`config.mk`:
```
export PLATFORM = sky130hd
export DESIGN_NAME = quicksort_first_pivot_top
export DESIGN_NICKNAME = d
export VERILOG_FILES = /design/src/rtl/core/qsfp_pkg.sv /design/src/rtl/core/qsfp_store.sv /design/src/rtl/core/quicksort_first_pivot_top.sv
export VERILOG_INCLUDE_DIRS = /design/src /design/src/rtl/core
export SDC_FILE = /design/constraint.sdc
export NUM_CORES = 2
export LEC_CHECK = 0
export CORE_ASPECT_RATIO = 1.4
export CORE_MARGIN = 2
export CORE_UTILIZATION = 56
export CTS_CLUSTER_DIAMETER = 120
export DETAILED_ROUTE_END_ITERATION = 8
export DONT_BUFFER_PORTS = 1
export GPL_TIMING_DRIVEN = 0
export PLACE_DENSITY_LB_ADDON = 0.08
export SLEW_MARGIN = 20
export SYNTH_ARGS = -nofsm -noshare
export SYNTH_HDL_FRONTEND = slang
export SYNTH_SLANG_ARGS = --single-unit
export TNS_END_PERCENT = 10
```
`constraint.sdc`:
```
create_clock -name clk_i -period 16.85 [get_ports clk_i]
set_input_delay 0.8425 -clock clk_i [delete_from_list [all_inputs] [get_ports clk_i]]
set_output_delay 0.8425 -clock clk_i [all_outputs]
set_load 0.01 [all_outputs]
```
`src/rtl/core/quicksort_first_pivot_top_defines.svh`:
```
// Assertion macros shared by the sorter RTL.
`ifndef QUICKSORT_FIRST_PIVOT_TOP_DEFINES_SVH
`define QUICKSORT_FIRST_PIVOT_TOP_DEFINES_SVH

// Assert that a condition implies a consequence in the same cycle.
`define QS_ASSERT_IMP(label, clk, rst_n, ante, cons) \
  label: assert property (@(posedge clk) disable iff (!rst_n) (ante) |-> (cons)) \
    else $error("assertion failed");

// Assert that a condition implies a consequence in the next cycle.
`define QS_ASSERT_NEXT(label, clk, rst_n, ante, cons) \
  label: assert property (@(posedge clk) disable iff (!rst_n) (ante) |=> (cons)) \
    else $error("assertion failed");

`endif

```
`src/rtl/core/qsfp_pkg.sv`:
```
package qsfp_pkg;

  // Sequencer states.
  typedef enum logic [3:0] {
    ST_LOAD,
    ST_POP,
    ST_PIV,
    ST_SCAN_I,
    ST_SCAN_J,
    ST_SWAP_RD,
    ST_SWAP_WR,
    ST_FIN_RD,
    ST_FIN_WR,
    ST_PUSH,
    ST_OUT_RD,
    ST_OUT
  } state_e;

  // Port command from the sequencer to the element memory.
  typedef struct packed {
    logic       rd_en;
    logic [5:0] rd_addr;
    logic       wr_en;
    logic [5:0] wr_addr;
    logic [31:0] wr_data;
  } mem_cmd_t;

endpackage

```
`src/rtl/core/qsfp_store.sv`:
```
module qsfp_store #(
  parameter int Depth = 64,
  parameter int AddrW = 6
) (
  input  logic                 clk_i,
  input  logic                 rd_en_i,
  input  logic [AddrW-1:0]     rd_addr_i,
  input  logic                 wr_en_i,
  input  logic [AddrW-1:0]     wr_addr_i,
  input  logic [31:0]          wr_data_i,
  output logic [31:0]          rd_data_o
);

  logic [31:0] mem_q [Depth];

  // One write and one registered read per cycle.
  always_ff @(posedge clk_i) begin
    if (wr_en_i) begin
      mem_q[wr_addr_i] <= wr_data_i;
    end
    if (rd_en_i) begin
      rd_data_o <= mem_q[rd_addr_i];
    end
  end

endmodule

```
`src/rtl/core/quicksort_first_pivot_top.sv`:
```
// Channel  Direction  Signals
// input    in         start_i, busy_o, value_i, last_i
// result   out        valid_o, sorted_value_o, final_res_o, dropped_o
//
// Loading takes an element whenever start_i is high and busy_o low, so elements
// can follow back to back. After the last element the sort runs on one shared
// compare unit and an element memory with one read and one write port. A swap
// is a read state followed by a write state, and each range popped passes
// through pop, pivot read, pivot capture, final swap and push. Each result then
// leaves through a memory read, then output.
// Reset is asynchronous, active low, and clears all control state.
// The receiver cannot stall: each result is valid for exactly one cycle.
module quicksort_first_pivot_top #(
  parameter int MAX_ELEMENTS = 64
) (
  input  logic        clk_i,
  input  logic        rst_ni,
  input  logic        start_i,
  output logic        busy_o,
  input  logic [31:0] value_i,
  input  logic        last_i,
  output logic        valid_o,
  output logic [31:0] sorted_value_o,
  output logic        final_res_o,
  output logic        dropped_o
);

`include "quicksort_first_pivot_top_defines.svh"

  localparam int AW = 6;
  localparam int CW = 7;
  localparam logic [CW-1:0] MaxCnt = CW'(MAX_ELEMENTS);

  qsfp_pkg::state_e state_q, state_d;
  qsfp_pkg::mem_cmd_t cmd;
  logic [31:0] rd_data;

  logic [CW-1:0] cnt_q, cnt_d;
  logic          ovf_q, ovf_d;
  logic [AW-1:0] lo_q, lo_d, hi_q, hi_d, i_q, i_d, j_q, j_d;
  logic [31:0]   piv_q, piv_d, tmp_q, tmp_d;
  logic [CW-1:0] sp_q, sp_d;
  logic [CW-1:0] k_q, k_d;
  logic          push2_q, push2_d;
  logic [2*AW-1:0] stk_q [MAX_ELEMENTS];
  logic          stk_we;
  logic [CW-1:0] stk_wa;
  logic [2*AW-1:0] stk_wd;
  logic [CW-1:0] stk_ra;
  logic [2*AW-1:0] stk_top_q;
  logic          le_piv;
  logic          acc;

  assign acc = start_i && !busy_o;
  assign busy_o = (state_q != qsfp_pkg::ST_LOAD);
  assign le_piv = ($signed(rd_data) <= $signed(piv_q));
  assign stk_ra = sp_d - CW'(1);

  qsfp_store #(.Depth(MAX_ELEMENTS), .AddrW(AW)) u_store (
    .clk_i    (clk_i),
    .rd_en_i  (cmd.rd_en),
    .rd_addr_i(cmd.rd_addr),
    .wr_en_i  (cmd.wr_en),
    .wr_addr_i(cmd.wr_addr),
    .wr_data_i(cmd.wr_data),
    .rd_data_o(rd_data)
  );

  // Range stack memory. The top entry is read into a register every cycle, and a
  // push to the new top in the same cycle is forwarded.
  always_ff @(posedge clk_i) begin
    if (stk_we) begin
      stk_q[AW'(stk_wa)] <= stk_wd;
    end
    if (stk_we && (stk_wa == stk_ra)) begin
      stk_top_q <= stk_wd;
    end else begin
      stk_top_q <= stk_q[AW'(stk_ra)];
    end
  end

  // State and control registers.
  always_ff @(posedge clk_i or negedge rst_ni) begin
    if (!rst_ni) begin
      state_q <= qsfp_pkg::ST_LOAD;
      cnt_q   <= '0;
      ovf_q   <= 1'b0;
      sp_q    <= '0;
      k_q     <= '0;
      push2_q <= 1'b0;
    end else begin
      state_q <= state_d;
      cnt_q   <= cnt_d;
      ovf_q   <= ovf_d;
      sp_q    <= sp_d;
      k_q     <= k_d;
      push2_q <= push2_d;
    end
  end

  // Datapath registers.
  always_ff @(posedge clk_i) begin
    lo_q  <= lo_d;
    hi_q  <= hi_d;
    i_q   <= i_d;
    j_q   <= j_d;
    piv_q <= piv_d;
    tmp_q <= tmp_d;
  end

  // Next state and register updates.
  always_comb begin
    state_d = state_q;
    cnt_d = cnt_q; ovf_d = ovf_q; sp_d = sp_q; k_d = k_q; push2_d = push2_q;
    lo_d = lo_q; hi_d = hi_q; i_d = i_q; j_d = j_q; piv_d = piv_q; tmp_d = tmp_q;
    stk_we = 1'b0; stk_wa = sp_q; stk_wd = '0;
    case (state_q)
      qsfp_pkg::ST_LOAD: begin
        if (acc) begin
          if (cnt_q < MaxCnt) cnt_d = cnt_q + CW'(1);
          else ovf_d = 1'b1;
          if (last_i) begin
            k_d = '0;
            if (cnt_d >= CW'(2)) begin
              stk_we = 1'b1;
              stk_wa = '0;
              stk_wd = {AW'(cnt_d - CW'(1)), AW'(0)};
              sp_d = CW'(1);
              state_d = qsfp_pkg::ST_POP;
            end else begin
              state_d = qsfp_pkg::ST_OUT_RD;
            end
          end
        end
      end
      qsfp_pkg::ST_POP: begin
        if (sp_q == '0) begin
          state_d = qsfp_pkg::ST_OUT_RD;
        end else begin
          sp_d = sp_q - CW'(1);
          lo_d = stk_top_q[AW-1:0];
          hi_d = stk_top_q[2*AW-1:AW];
          i_d  = stk_top_q[AW-1:0];
          j_d  = stk_top_q[2*AW-1:AW];
          if (stk_top_q[AW-1:0] < stk_top_q[2*AW-1:AW]) state_d = qsfp_pkg::ST_PIV;
        end
      end
      qsfp_pkg::ST_PIV: begin
        state_d = qsfp_pkg::ST_SCAN_I;
      end
      qsfp_pkg::ST_SCAN_I: begin
        // First cycle after PIV captures the pivot; rd_data is store[i].
        // The scan stops at hi, where j also stands when everything is not above
        // the pivot.
        if (i_q == lo_q && j_q == hi_q && !push2_q) begin
          piv_d = rd_data;
          push2_d = 1'b1;
        end else if (le_piv && i_q != hi_q) begin
          i_d = i_q + AW'(1);
        end else begin
          state_d = qsfp_pkg::ST_SCAN_J;
        end
      end
      qsfp_pkg::ST_SCAN_J: begin
        // rd_data is store[j]; j never passes lo since the pivot stops it.
        if (!le_piv) begin
          j_d = j_q - AW'(1);
        end else begin
          tmp_d = rd_data;
          if (i_q < j_q)
            state_d = qsfp_pkg::ST_SWAP_RD;
          else
            state_d = qsfp_pkg::ST_FIN_RD;
        end
      end
      qsfp_pkg::ST_SWAP_RD: begin
        state_d = qsfp_pkg::ST_SWAP_WR;
      end
      qsfp_pkg::ST_SWAP_WR: begin
        // store[i] now holds an element not above the pivot, so the scan resumes
        // at i + 1, which never passes j.
        i_d = i_q + AW'(1);
        state_d = qsfp_pkg::ST_SCAN_I;
      end
      qsfp_pkg::ST_FIN_RD: begin
        state_d = qsfp_pkg::ST_FIN_WR;
      end
      qsfp_pkg::ST_FIN_WR: begin
        push2_d = 1'b0;
        state_d = qsfp_pkg::ST_PUSH;
        if ((AW+1)'(j_q) + (AW+1)'(1) < (AW+1)'(hi_q)) begin
          stk_we = 1'b1;
          stk_wd = {hi_q, AW'(j_q + AW'(1))};
          sp_d = sp_q + CW'(1);
        end
      end
      qsfp_pkg::ST_PUSH: begin
        state_d = qsfp_pkg::ST_POP;
        if (j_q > lo_q + AW'(1)) begin
          stk_we = 1'b1;
          stk_wd = {AW'(j_q - AW'(1)), lo_q};
          sp_d = sp_q + CW'(1);
        end
      end
      qsfp_pkg::ST_OUT_RD: begin
        state_d = qsfp_pkg::ST_OUT;
      end
      qsfp_pkg::ST_OUT: begin
        k_d = k_q + CW'(1);
        if (k_q + CW'(1) >= cnt_q) begin
          cnt_d = '0;
          ovf_d = 1'b0;
          state_d = qsfp_pkg::ST_LOAD;
        end else begin
          state_d = qsfp_pkg::ST_OUT_RD;
        end
      end
      default: state_d = qsfp_pkg::ST_LOAD;
    endcase
  end

  // Memory port commands.
  always_comb begin
    cmd = '0;
    case (state_q)
      qsfp_pkg::ST_LOAD: begin
        cmd.wr_en   = acc && (cnt_q < MaxCnt);
        cmd.wr_addr = AW'(cnt_q);
        cmd.wr_data = value_i;
      end
      qsfp_pkg::ST_PIV: begin
        cmd.rd_en = 1'b1; cmd.rd_addr = lo_q;
      end
      qsfp_pkg::ST_SCAN_I: begin
        cmd.rd_en = 1'b1;
        cmd.rd_addr = (state_d == qsfp_pkg::ST_SCAN_J) ? j_q : i_d;
      end
      qsfp_pkg::ST_SCAN_J: begin
        cmd.rd_en = 1'b1;
        cmd.rd_addr = (state_d == qsfp_pkg::ST_SCAN_J) ? j_d :
                      (state_d == qsfp_pkg::ST_SWAP_RD) ? i_q : lo_q;
      end
      qsfp_pkg::ST_SWAP_RD: begin
        // rd_data holds store[i]; write it to j, then store[j] goes to i.
        cmd.wr_en = 1'b1; cmd.wr_addr = j_q; cmd.wr_data = rd_data;
      end
      qsfp_pkg::ST_SWAP_WR: begin
        cmd.wr_en = 1'b1; cmd.wr_addr = i_q; cmd.wr_data = tmp_q;
        cmd.rd_en = 1'b1; cmd.rd_addr = i_q + AW'(1);
      end
      qsfp_pkg::ST_FIN_RD: begin
        cmd.wr_en = 1'b1; cmd.wr_addr = lo_q; cmd.wr_data = tmp_q;
      end
      qsfp_pkg::ST_FIN_WR: begin
        cmd.wr_en = 1'b1; cmd.wr_addr = j_q; cmd.wr_data = piv_q;
      end
      qsfp_pkg::ST_OUT_RD: begin
        cmd.rd_en = 1'b1; cmd.rd_addr = AW'(k_q);
      end
      default: cmd = '0;
    endcase
  end

  // Result outputs.
  always_comb begin
    valid_o        = (state_q == qsfp_pkg::ST_OUT);
    sorted_value_o = rd_data;
    final_res_o    = valid_o && (k_q + CW'(1) >= cnt_q);
    dropped_o      = valid_o && ovf_q;
  end

  `QS_ASSERT_IMP(a_out_only_when_valid, clk_i, rst_ni, final_res_o, valid_o)
  `QS_ASSERT_IMP(a_cnt_bound, clk_i, rst_ni, 1'b1, cnt_q <= MaxCnt)
  `QS_ASSERT_NEXT(a_final_returns_idle, clk_i, rst_ni, final_res_o, !busy_o)

endmodule

```
==> results.md <==
* Status: completed
* Vias in the first global route at 72,500
* Fin crit share at 0.798
* Die W at 394 um
* P_int at roughly 11 mW
* Fin. max-slew vios at 0
* Mapped Area at 119,000 um2
* Area added between synthesis and finish at 14.8%
* Gate power share at 0
* Clock transition at path regs at 0.06 ns
* Leakage power at 42.4 nW
* Crit path max fanout at 10
* Synth area leader: edfxtp_1
* Clock group share of total power at 0.440
* Worst setup EP type: register
* Relative max-transition margin at 0.116
* Initial Util at 0.563
* Core ar. at 212,000 um2
* # resized after CTS at 0
* Chip Height at 550 um
* Setup WS pre-CTS at 3.66 ns
* Max Clk Rate at 74.3 MHz
* Seq/Total Area, Yosys at 0.744
* Post-Syn Nets at 7,779
* Clk Latency, worst-skew pair at 0.87 ns
* P_sw at 2.77 mW
* Post-synth EDFFs at 2,924
* Initial DRT Pass Iterations at 8
* Max_cap viols at 0
* DR vias/cell at 6.67
* Seq cells post-synth at just under 3,000
* Clock skew at 0.0402 ns
* Post-route DRC at 0
* CTS tree: yes
* Largest net degree at the start of global routing at 65
* Std-Cell Rows at 200
* Clk root buf: clkbuf_16
* Synth top area share at 0.736
* Minimum clock period at 13.45 ns
* Setup TNS at 0 ns
* I/O pins at 72
* R2R Setup Slk at 3.40 ns
* Drt wl/cell at approximately 37 um
* Critical path type: reg -> reg
* Sink Count at 2,969
* Synth cell types at 85
* Seq pwr share at 0.560
* Hold Path End: state_q[3]
* Mean Syn Cell Area at ~16 um2
* Gr usage total at 0.385
* CTS Buffer Depth at 4
* H-tree depth at 5
* Share of layout cells above drive strength 1 at 0.165
* Post-route ant nets at 0
* Cell Pwr Density at 104 nW/um2
* Mapped Cells at 7,670
* Iter 0 DRT Violations at 10,600
* Type of the most critical hold path: in -> reg
* Die area at 217,000 um2
* Port Buffer Count at 0
* Global-route wire length before repair at roughly 570,000 um
* Top_reg_cell synth: edfxtp_1
* GR Overflow Total at 0
* Worst VDD drop at 0.114 mV
* Worst path required time at 17.42 ns
* Reg2reg path depth at 27
* Hold Path Stages at 2
* Total Wirelength at about 420,000 um
* Least-Margin Pin Slew at 1.32 ns
* Nature of the critical path startpoint: register
* Reg2reg end: u_store.rd_data_o[25]
* Hold Violations, Final at 0
* Switching Share at 0.195
* Crit path arrival time at 14.02 ns
* Hold Crit Start: last_i
* Gpl congestion at just over 1
* CTS Buf Count at about 280
* Async S/R FF share, synth at 0.00909
* Hpwl dp at a little over 300,000 um
* Initial antenna violation count at 29
* Unrepaired setup endpoints after global routing: false
* YS warnings at 0
* Vias at 74,900
* Synth area leaders: edfxtp_1 (74%), mux4_2 (6.7%), nand2_1 (4.8%)
* Final setup margin at 3.40 ns
* Non-Filler Cell Area, Final at between 100,000 and 150,000 um2
* Post-DP Area at 128,000 um2
* Final Net Count at 8,270
* Final setup violating endpoints at 0
-- Yosys cell counts, drive strengths merged (14+ instances only) --
library cell and number:
dfxtp 18, a31oi 89, edfxtp 2924, a22oi 121
nor2 209, a211oi 14, a32oi 31, mux2i 128
inv 83, nand3 786, ha 73, or3 15
o211ai 15, a21oi 116, nand2 1533, mux4 357
o21ai 57, xnor2 40, dfrtp 27, clkbuf 234
nand4 149, nor2b 29, a221oi 14, or4 25
a41oi 39, buf 225, and3 78, a311oi 23
nor3 43
-- cell families (layout without fill, tap and decap cells) --
kind of cell,Yosys count,in the layout,synth area share
flops,2969,2969,0.744
xor+xnor,53,53,0.00389
other cells,0,30,0
fa+ha+maj,73,73,0.00765
buf+inv,543,1246,0.0200
compound gates,619,619,0.0365
mux,490,490,0.0786
simple gates,2923,2923,0.109
-- metal layers --
layer	share of wire	track usage	vias to the layer above	wire (um)
li1	-	-	30700	-
met1	0.31	0.414	38000	130000
met2	0.49	0.652	4789	208000
met3	0.086	0.0724	1439	36300
met4	0.11	0.342	12	46200
met5	0.00018	0	-	77
-- registers in the layout, indices dropped and copies added, names as in the netlist, named ones only --
| name | flops |
|---|---|
| lo_q | 6 |
| ovf_q | 1 |
| k_q | 7 |
| state_q | 4 |
| push2_q | 1 |
| u_store.mem_q | 2048 |
| sp_q | 6 |
| cnt_q | 7 |
| piv_q | 32 |
| i_q | 6 |
| tmp_q | 32 |
| j_q | 6 |
| u_store.rd_data_o | 32 |
| hi_q | 6 |
| stk_q | 768 |
-- layout make-up --
class                           instances  area (um2)
Clock inverter                        153        1400
Sequential cell                      2969       88800
Timing Repair Buffer                  205        4140
Multi-Input combinational cell       4158       29200
Tap cell                             2828        3540
Antenna cell                           30        75.1
Buffer                                459        2120
Fill cell                           15000       74900
Inverter                               84         315
Clock buffer                          345        7430
-- power groups by stage --
stage / sequential, mW / clock, mW / combinational (mW)
3_3_place_gp: 8.14 / 0 / 0.000107
4_1_cts: 7.98 / 6.27 / 0.00231
3_5_place_dp: 8.14 / 0 / 0.000109
6_report: 7.98 / 6.26 / 0.00221
2_1_floorplan: 8.14 / 0 / 0.000107
5_1_grt: 7.98 / 6.55 / 0.00247
-- timing repair --
action                                 in CTS  in global routing
buffers inserted                            0                  0
hold buffers                                2                  0
setup endpoints to repair                   0                  0
endpoints found under the hold margin      27                  0
-- worst max-delay path, stage by stage (launching register included) --
cell and delay (ns):
dfxtp_1 0.34, clkbuf_1 0.69, clkbuf_1 0.84, clkbuf_1 0.64, clkbuf_1 0.95, clkbuf_1 0.93
clkbuf_2 0.68, mux4_2 0.42, mux4_2 0.63, mux4_2 0.59, ha_1 0.24, a221o_1 0.31
a21o_1 0.26, o31ai_1 0.31, a31oi_2 0.10, nand4b_4 0.20, buf_4 0.24, a31o_2 0.39
buf_2 0.31, clkbuf_2 0.60, clkbuf_1 0.88, clkbuf_1 0.46, nand2_1 0.10, nand3_1 0.11
nand3_1 0.10, a31oi_1 1.10, a21oi_1 0.08, nand4_1 0.55
-- through the flow --
step                std cells  utilization  power (mW)  hold slack, ns
global route            11200        0.647        14.5           0.156
detailed placement      10700        0.604        8.14           0.507
floorplan                7670            -        8.14           0.458
CTS                     11200        0.646        14.3           0.130
finish                  11200        0.647        14.2           0.162
global placement        10500        0.580        8.14           0.473
-- cells in the final DEF (no fill, tap or decap), types with 37 or more instances in the layout --
cell,count
edfxtp_1,2924
nand2_1,1501
nand3_1,786
mux4_2,357
clkbuf_16,287
clkbuf_1,269
buf_2,161
nand4_1,149
mux2i_1,128
a22oi_1,121
a21oi_1,113
a31oi_1,84
inv_1,81
and3_1,78
nor2_1,77
buf_16,74
ha_1,73
nor2_2,68
buf_12,67
nor2_4,64
clkinv_1,61
o21ai_0,49
buf_6,45
clkinv_2,44
xnor2_1,40
a41oi_1,37
-- worst max path at each step --
stage	startpoint	end	slack [ns]	cells past startpoint
after floorplan	register	u_store.rd_data_o[10]	9.26	27
after global placement	register	u_store.rd_data_o[22]	2.88	27
after detailed placement	register	u_store.rd_data_o[25]	3.66	26
after CTS	register	u_store.rd_data_o[25]	3.62	26
after global routing	register	u_store.rd_data_o[15]	3.52	27
final	register	u_store.rd_data_o[25]	3.40	27
(Power assumes the default switching activity.)
